===== config.mk =====
export PLATFORM = sky130hd
export DESIGN_NAME = checked_config_frame_deframer
export DESIGN_NICKNAME = d
export VERILOG_FILES = /design/src/design/cdf_pkg.sv /design/src/design/cdf_store.sv /design/src/design/cdf_ctrl.sv /design/src/design/checked_config_frame_deframer.sv
export SDC_FILE = /design/constraint.sdc
export NUM_CORES = 1
export LEC_CHECK = 0
export BUFFER_PORTS_ARGS = -buffer_cell sky130_fd_sc_hd__buf_2
export CORE_ASPECT_RATIO = 0.6
export CORE_UTILIZATION = 30
export DETAILED_ROUTE_END_ITERATION = 12
export PLACE_DENSITY = 0.48
export REMOVE_ABC_BUFFERS = 1
export SETUP_SLACK_MARGIN = 0.3
export SLEW_MARGIN = 20
export SYNTH_ARGS = -nofsm -noshare
export SYNTH_HDL_FRONTEND = slang
export SYNTH_HIERARCHICAL = 1
export SYNTH_SLANG_ARGS = --single-unit

===== constraint.sdc =====
create_clock -name clk -period 19.1 [get_ports clk]
set_input_delay 1.91 -clock clk [delete_from_list [all_inputs] [get_ports clk]]
set_output_delay 1.91 -clock clk [all_outputs]
set_load 0.005 [all_outputs]

===== src/design/cdf_pkg.sv =====
// Shared constants and types of the checked configuration frame deframer.
// Used by cdf_ctrl, cdf_store, cdf_port_checker and the top level; no dependencies.
`timescale 1ns / 1ps
package cdf_pkg;

  localparam int unsigned FRAME_BYTES = 37;
  localparam int unsigned SUM_BYTES   = 33;
  // Bytes 1..35 are held; the header is not needed and byte 36 is live on the input
  localparam int unsigned STORE_DEPTH = FRAME_BYTES - 2;
  localparam int unsigned POS_W       = 6;
  localparam int unsigned SUM_W       = 14;
  localparam int unsigned CNT_W       = 32;
  localparam int unsigned OUT_DATA_W  = 288;

  // Unpacked frame contents plus the trailing check word
  typedef struct packed {
    logic [31:0] check_word;
    logic [31:0] stop_time_bits;
    logic [31:0] gain_d_bits;
    logic [31:0] gain_i_bits;
    logic [31:0] gain_p_bits;
    logic [31:0] wire_resistance_bits;
    logic [15:0] log_speed;
    logic [15:0] log_buffer_size;
    logic [23:0] control_bytes;
    logic [31:0] setpoint_bits;
    logic [7:0]  length_byte;
  } cdf_fields_t;

  // Status from the frame controller
  typedef struct packed {
    logic             capturing;
    logic             done;
    logic             ok;
    logic [CNT_W-1:0] count;
  } cdf_verdict_t;

endpackage


===== src/design/cdf_store.sv =====
// Frame byte shift line of the deframer: holds frame bytes 1..35 and
// unpacks them at fixed taps. Depends on cdf_pkg.
`timescale 1ns / 1ps
module cdf_store
  import cdf_pkg::*;
(
  input  logic        clk,
  input  logic        shift_en,
  input  logic [7:0]  rx_byte,
  output cdf_fields_t fields
);

  logic [7:0] line_r [STORE_DEPTH];

  // Advance the line; the newest byte enters at the top, so byte k sits at k-1
  always_ff @(posedge clk) begin
    if (shift_en) begin
      for (int i = 0; i < STORE_DEPTH - 1; i++) begin
        line_r[i] <= line_r[i+1];
      end
      line_r[STORE_DEPTH-1] <= rx_byte;
    end
  end

  // Unpack little-endian fields; the last check byte is the live input
  always_comb begin
    fields.length_byte          = line_r[0];
    fields.setpoint_bits        = {line_r[4], line_r[3], line_r[2], line_r[1]};
    fields.control_bytes        = {line_r[7], line_r[6], line_r[5]};
    fields.log_buffer_size      = {line_r[9], line_r[8]};
    fields.log_speed            = {line_r[11], line_r[10]};
    fields.wire_resistance_bits = {line_r[15], line_r[14], line_r[13], line_r[12]};
    fields.gain_p_bits          = {line_r[19], line_r[18], line_r[17], line_r[16]};
    fields.gain_i_bits          = {line_r[23], line_r[22], line_r[21], line_r[20]};
    fields.gain_d_bits          = {line_r[27], line_r[26], line_r[25], line_r[24]};
    fields.stop_time_bits       = {line_r[31], line_r[30], line_r[29], line_r[28]};
    fields.check_word           = {rx_byte, line_r[34], line_r[33], line_r[32]};
  end

endmodule


===== src/design/cdf_ctrl.sv =====
// Frame controller of the deframer: header hunt, byte position, running
// sum, checksum compare and pass/fail totals. Depends on cdf_pkg.
`timescale 1ns / 1ps
module cdf_ctrl
  import cdf_pkg::*;
(
  input  logic         clk,
  input  logic         rst_n,
  input  logic         take,
  input  logic [7:0]   rx_byte,
  input  logic [7:0]   header_byte,
  input  logic [31:0]  check_word,
  output cdf_verdict_t verdict
);

  localparam logic [POS_W-1:0] LAST_POS = POS_W'(FRAME_BYTES - 1);
  localparam logic [POS_W-1:0] SUM_END  = POS_W'(SUM_BYTES);

  logic             capturing_r, capturing_nxt;
  logic [POS_W-1:0] pos_r, pos_nxt;
  logic [SUM_W-1:0] sum_r, sum_nxt;
  logic [CNT_W-1:0] accepted_r, accepted_nxt;
  logic [CNT_W-1:0] rejected_r, rejected_nxt;
  logic             done;
  logic             ok;

  // Last byte of a frame: bytes 0..32 are already summed
  assign done = take && capturing_r && (pos_r == LAST_POS);
  assign ok   = ({{(32 - SUM_W){1'b0}}, sum_r} == check_word);

  assign verdict.capturing = capturing_r;
  assign verdict.done      = done;
  assign verdict.ok        = ok;
  assign verdict.count     = ok ? accepted_r + 1'b1 : rejected_r + 1'b1;

  // Hunt, capture and close frames
  always_comb begin
    capturing_nxt = capturing_r;
    pos_nxt       = pos_r;
    sum_nxt       = sum_r;
    accepted_nxt  = accepted_r;
    rejected_nxt  = rejected_r;
    if (take) begin
      if (!capturing_r) begin
        if (rx_byte == header_byte) begin
          capturing_nxt = 1'b1;
          pos_nxt       = POS_W'(1);
          sum_nxt       = SUM_W'(rx_byte);
        end
      end else if (done) begin
        capturing_nxt = 1'b0;
        pos_nxt       = '0;
        sum_nxt       = '0;
        if (ok) begin
          accepted_nxt = accepted_r + 1'b1;
        end else begin
          rejected_nxt = rejected_r + 1'b1;
        end
      end else begin
        pos_nxt = pos_r + 1'b1;
        if (pos_r < SUM_END) begin
          sum_nxt = sum_r + SUM_W'(rx_byte);
        end
      end
    end
  end

  always_ff @(posedge clk) begin
    if (!rst_n) begin
      capturing_r <= 1'b0;
      pos_r       <= '0;
      sum_r       <= '0;
      accepted_r  <= '0;
      rejected_r  <= '0;
    end else begin
      capturing_r <= capturing_nxt;
      pos_r       <= pos_nxt;
      sum_r       <= sum_nxt;
      accepted_r  <= accepted_nxt;
      rejected_r  <= rejected_nxt;
    end
  end

endmodule


===== src/design/checked_config_frame_deframer.sv =====
// Checked configuration frame deframer, top level.
//
// in_*  : one received serial byte per request (in_tdata[7:0]).
// out_* : one request per completed 37-byte frame; out_tuser is the pass
//         flag, out_tdata carries the updated pass or fail total and the
//         unpacked frame fields.
// cfg_* : cfg_wr_en writes cfg_wr_data into the header byte register.
//
// While hunting, bytes that differ from the header byte are dropped. A
// matching byte opens a frame; the next 36 bytes complete it. Bytes 0..32
// are summed and compared with the little-endian word in bytes 33..36.
// Throughput is one byte per cycle while in_tready is high; the result is
// valid in the cycle after the last frame byte is accepted, from a single
// output register. in_tready stays high while the output register is empty
// or being drained, so a stalled receiver blocks input only once a result
// is waiting. Reset (rst_n low, synchronous) clears the header byte to zero,
// the totals, the hunt state and the output valid; in_tready is low during
// reset. Depends on cdf_pkg, cdf_ctrl and cdf_store.
`timescale 1ns / 1ps
module checked_config_frame_deframer
  import cdf_pkg::*;
(
  input  logic                  clk,
  input  logic                  rst_n,
  // rx_byte [7:0]
  input  logic [7:0]            in_tdata,
  input  logic                  in_tvalid,
  output logic                  in_tready,
  // frame_count [31:0], length_byte [39:32], setpoint_bits [71:40],
  // control_bytes [95:72], log_buffer_size [111:96], log_speed [127:112],
  // wire_resistance_bits [159:128], gain_p_bits [191:160],
  // gain_i_bits [223:192], gain_d_bits [255:224], stop_time_bits [287:256]
  output logic [OUT_DATA_W-1:0] out_tdata,
  // frame_ok [0]
  output logic                  out_tuser,
  output logic                  out_tvalid,
  input  logic                  out_tready,
  input  logic                  cfg_wr_en,
  input  logic [7:0]            cfg_wr_data
);

  logic [7:0]            header_byte_r;
  logic                  take;
  cdf_verdict_t          verdict;
  cdf_fields_t           fields;
  logic                  out_valid_r;
  logic                  out_ok_r;
  logic [OUT_DATA_W-1:0] out_data_r;
  logic [OUT_DATA_W-1:0] out_data_nxt;

  assign in_tready = rst_n && (!out_valid_r || out_tready);
  assign take      = in_tvalid && in_tready;

  // Hold the header byte register
  always_ff @(posedge clk) begin
    if (!rst_n) begin
      header_byte_r <= '0;
    end else if (cfg_wr_en) begin
      header_byte_r <= cfg_wr_data;
    end
  end

  cdf_ctrl u_ctrl (
    .clk         (clk),
    .rst_n       (rst_n),
    .take        (take),
    .rx_byte     (in_tdata),
    .header_byte (header_byte_r),
    .check_word  (fields.check_word),
    .verdict     (verdict)
  );

  cdf_store u_store (
    .clk      (clk),
    .shift_en (take && verdict.capturing),
    .rx_byte  (in_tdata),
    .fields   (fields)
  );

  // Pack the result request
  assign out_data_nxt = {fields.stop_time_bits, fields.gain_d_bits, fields.gain_i_bits,
                         fields.gain_p_bits, fields.wire_resistance_bits, fields.log_speed,
                         fields.log_buffer_size, fields.control_bytes, fields.setpoint_bits,
                         fields.length_byte, verdict.count};

  // Output register: load on frame end, clear when drained
  always_ff @(posedge clk) begin
    if (!rst_n) begin
      out_valid_r <= 1'b0;
    end else if (verdict.done) begin
      out_valid_r <= 1'b1;
    end else if (out_tready) begin
      out_valid_r <= 1'b0;
    end
  end

  always_ff @(posedge clk) begin
    if (verdict.done) begin
      out_ok_r   <= verdict.ok;
      out_data_r <= out_data_nxt;
    end
  end

  assign out_tvalid = out_valid_r;
  assign out_tuser  = out_ok_r;
  assign out_tdata  = out_data_r;

endmodule


# Yosys cells after proc, flatten, opt, wreduce, memory -nomap -nowiden
# Memory sizes are Yosys's and may differ from the RTL's. A register that Yosys moved wholly into a read port is not among the register bits.
# Index checks and enable logic that the tools add are counted.
dict set report totals {
  elab_cells 47
  memories 1
  ram_bits 280
  regBits 383
  output_inout_bits 291
}
# name depth word_bits read_ports rd_ports_with_merged_regs wr line_no
set mem_list {}
lappend mem_list {u_store.line_r 35 8 35 1 35 cdf_store.sv:13} ;# logic [7:0] line_r [STORE_DEPTH];
dict set report op_classes {
  reduce_logical 12
  addsub 4
  bitwise_logic 1
  n_lt_le_gt_ge 1
  muxes 15
  n_eq_ne 4
}
# operator count
set ops {}
lappend ops {{$add A32 B1 Y32 const B} 2}
lappend ops {{$mux W14} 4}
lappend ops {{$eq A14 B32 Y1} 1}
lappend ops {{$mux W32} 1}
lappend ops {{$mux W6} 3}
lappend ops {{$add A14 B8 Y14} 1}
lappend ops {{$eq A8 B8 Y1} 1}
lappend ops {{$reduce_and A4 Y1} 2}
lappend ops {{$mux W1} 7}
lappend ops {{$add A6 B1 Y6 const B} 1}
lappend ops {{$eq A6 B6 Y1 const B} 1}
lappend ops {{$lt A6 B6 Y1 const B} 1}
lappend ops {{$logic_and A1 B1 Y1} 4}
lappend ops {{$reduce_bool A2 Y1} 2}
lappend ops {{$ne A3 B3 Y1 const B} 1}
lappend ops {{$reduce_and A3 Y1} 1}
lappend ops {{$reduce_and A2 Y1} 1}
lappend ops {{$logic_not A1 Y1} 1}
lappend ops {{$logic_or A1 B1 Y1} 1}
lappend ops {{$not A1 Y1} 1}

# Logic depth before layout (Yosys ltp)
dict set report depth {
  word_depth 8
  mapped_depth 10
  mapped_depth_nobuf 9
}

# Cells and area by module
# The synthesis kept the hierarchy.
# mod cells_each area_each_um2 n_inst
set modules_own_cells {}
lappend modules_own_cells {checked_config_frame_deframer 322 9043.7 1}
lappend modules_own_cells {cdf_store 288 8468.1 1}
lappend modules_own_cells {cdf_ctrl 770 5906.9 1}

# Worst setup path before layout
# No wires, ideal clock.
dict set report synth_timing {
  path_kind {input-to-reg}
  from {input port out_tready}
  to {memory u_store.line_r[0][0], enable pin}
  path_slack_ns 10.062
  t_arrival_ns 8.367
  t_required_ns 18.429
  cell_stages 2
  setup_time_ns 0.671
  path_cell_list {nand2b_1 > and4_1}
}
# element line_no
set synth_lines {}
lappend synth_lines {{from (decl)} checked_config_frame_deframer.sv:37} ;# input logic out_tready,
lappend synth_lines {{to (decl)} cdf_store.sv:13}

==> results.yml <==
synthesis:
  netlist_area_um2: 23420
  ys_seq_area_frac: 0.8100
  synth-simple-area-share: 0.07090
  synth_cells: 1380
  avgSynthCellArea_um2: 16.97
  yosys.area_share.adder: 0.007800
  synth_top_family_by_area: "simple AND/OR/NAND/NOR gates"
  ys_types: 61
  synth_compound_area_frac: 0.04050
  yosysWarnings: 6
  synth-async-reset-ratio: 0
  yosys-mux-area-fraction: 0.01074
  ys_ff_latch: 663
  synth_edf_count: 569
  synth_xor_area_frac: 0.04413
  yosys_most_used_dff: "edfxtp_1"
sta:
  finalCriticalPeriod_ps: 6684
  fin_skew_ps: 20.45
  post-route-period-util: 0.3499
  setup_slack_ps: 12420
  relSlewSlack: 0.3077
  worst_pin_slew_ps: 1039
  finalSetupViolCount: 0
  rsz0062_at_grt: "no"
  slew_viol_final: 0
  fin_tns_setup_ps: 0
  final_hold_viol_count: 0
  fmax_mhz: 149.6
global_route:
  grt.busiest_layer: "met1"
  grt_max_degree: 129
  gr-usage-all-layers: 0.1249
  globalRouteMet3Util: 0.02977
  use_met2: 0.1771
  antenna_found_initial: 0
  grt_overflow_total: 0
  met1_usage: 0.1849
  first_global_vias: 12160
  grt_pass1_wl_um: 75180
cts:
  path_clk_slew_ps: 70
  clkLatencyLatePin_ps: 600
  cts.sinks: 663
  cts_hold_buf: 0
  postCtsSetupRepairBufs: 0
  cts_root_buffer: "clkbuf_16"
  cts_tree: "yes"
  htreeDepth: 3
  cts_made_buffers: 66
  cts_resized: 0
  cts_max_path_buffers: 3
finish:
  fin_cells: 2806
  fin_nets: 1752
  num-fill-cells: 7206
  antenna-diode-count: 0
  area_growth_syn_to_layout_pct: 20.87
  final_layout_size_suffix_gt1_frac: 0.2469
setup_path:
  cp.arrival_ps: 7200
  cp-end-kind: "flip-flop"
  startpoint: "rst_n"
  cp-start-kind: "input pin"
  cp_max_fo: 128
  critical_path_required_ps: 19620
  crit_type: "input pin to flip-flop"
  reg2reg_from: "out_tvalid"
route:
  vias_per_cell: 4.490
  drc: 0
  routedWlPerCell_um: 17.87
  wirelength_um: 50130
  antenna_left: 0
  route.vias.total: 12600
  drtIter0Drc: 1021
  drtPass1Iterations: 5
power:
  vdd_drop_max_mv: 0.05162
  leakage_uw: 0.009397
  totalPowerFinal_uw: 2886
  p_per_area_nw_per_um2: 102.0
placed_design:
  place_congestion: 0.7814
  place_ws_ps: 11800
  placed_cells: 2689
  dp_hpwl_um: 32520
  port_buffers: 311
floorplan:
  die_y_um: 218.4
  fp.coreArea_um2: 76420
  dieArea_um2: 79220
  die_width_um: 362.7
  start_util: 0.3065
  ios: 312
  std_cell_rows: 78
min_path:
  hold_class: "flip-flop to flip-flop"
  hp-start: "u_store/line_r[0][0]"
outcome:
  status: "finished, final reports clean"
run:
  cap_violations: 0
## registers in the layout, summed over array words and instances, names as in the netlist
name / count
header_byte_r: 8
out_tdata: 288
out_tuser: 1
out_tvalid: 1
u_ctrl/accepted_r: 32
u_ctrl/capturing_r: 1
u_ctrl/pos_r: 6
u_ctrl/rejected_r: 32
u_ctrl/sum_r: 14
u_store/line_r: 280
## through the flow
stage	util	cell area [um2]	hold WS [ps]
finish	0.3704	28310	419.6
floorplan	-	23140	400.3
global placement	0.3419	26130	402.8
global route	0.3704	28310	424.8
CTS	0.3704	28300	419.1
detailed placement	0.3419	26130	404.5
## cells by family (layout without fill, tap and decap cells)
kind of cell / after synthesis / after routing
compound gates: 146 / 146
xor+xnor: 118 / 118
fa+ha+maj: 14 / 14
buf+inv: 82 / 468
flops: 663 / 663
mux: 25 / 25
simple gates: 332 / 332
## metal layers
metal / up-vias / share of wire
li1: 5874 / -
met1: 6301 / 0.49
met2: 342 / 0.43
met3: 83 / 0.056
met4: 0 / 0.026
met5: - / 0
## cells in the mapped netlist (3+ instances only)
| cell | number | area (um2) |
|---|---|---|
| o21a_1 | 8 | 60.06 |
| nor3_1 | 17 | 85.08 |
| or2_2 | 3 | 18.77 |
| a211oi_1 | 15 | 112.6 |
| edfxtp_1 | 569 | 17090 |
| nand2_1 | 83 | 311.6 |
| and3_1 | 9 | 56.30 |
| nor2_1 | 80 | 300.3 |
| mux2i_1 | 24 | 240.2 |
| or4_1 | 12 | 90.09 |
| a21oi_1 | 32 | 160.2 |
| dfxtp_1 | 94 | 1882 |
| nor4_1 | 19 | 118.9 |
| ha_1 | 13 | 162.7 |
| a22oi_1 | 3 | 22.52 |
| and2_1 | 4 | 25.02 |
| xnor2_1 | 67 | 586.8 |
| and4_1 | 3 | 26.28 |
| buf_4 | 11 | 82.58 |
| nor2b_1 | 11 | 68.82 |
| o21ai_0 | 41 | 205.2 |
| clkbuf_1 | 40 | 150.1 |
| nand3_1 | 36 | 180.2 |
| o21bai_1 | 6 | 45.04 |
| or3_1 | 9 | 56.30 |
| o31ai_1 | 9 | 67.56 |
| nand2b_1 | 10 | 62.56 |
| o311ai_0 | 4 | 35.03 |
| a21o_1 | 3 | 22.52 |
| buf_6 | 3 | 33.78 |
| inv_1 | 23 | 86.33 |
| nand4_1 | 27 | 168.9 |
| a2111oi_0 | 8 | 70.07 |
| xor2_1 | 51 | 446.7 |
## layout by cell type (no fill, tap or decap), types with 11 or more instances in the layout
| cell type | count |
|---|---|
| a211oi_1 | 15 |
| xnor2_1 | 67 |
| inv_1 | 23 |
| xor2_1 | 51 |
| a21oi_1 | 32 |
| clkbuf_16 | 66 |
| buf_2 | 311 |
| buf_4 | 15 |
| dfxtp_1 | 94 |
| nand2_1 | 83 |
| o21ai_0 | 41 |
| edfxtp_1 | 569 |
| mux2i_1 | 24 |
| or4_1 | 12 |
| ha_1 | 13 |
| nor3_1 | 16 |
| nand4_1 | 27 |
| clkbuf_1 | 15 |
| nor4_1 | 19 |
| nor2b_1 | 11 |
| nand3_1 | 36 |
| nor2_1 | 78 |
## path summary, 6_finish.rpt
kind / slack [ps] / end / depth (start not counted)
setup / recovery: 12420 / u_ctrl/accepted_r[11] / 10
hold / removal: 420 / out_tdata[32] / 0
setup reg to reg: 13940 / u_ctrl/accepted_r[11] / 9
hold reg to reg: 420 / out_tdata[32] / 0
## layout make-up
type | instances | area [um2] | area share
clock buffer | 83 | 1735 | 0.06131
clock inverter | 34 | 442.9 | 0.01565
inverter | 25 | 101.3 | 0.003580
multi-input combinational | 635 | 4089 | 0.1444
sequential | 663 | 18970 | 0.6701
tap | 1040 | 1301 | 0.04597
timing repair buffer | 326 | 1669 | 0.05896
## worst max-delay path: stages
cell     delay (ps)
buf_2            70
buf_4           430
and3_1          590
nand4_1         640
buf_4           460
inv_8           670
buf_4           650
nand3_1         750
or4_1           640
a21oi_1         180
## where the power goes
group	internal [uW]	switching (uW)	total, uW	leakage (uW)
clock network	772	545	1320	0.00105
registers	1550	0.832	1550	0.00582
logic	6.46	12.6	19.1	0.00253
total	2330	559	2890	0.00940
(Power assumes the default switching activity.)
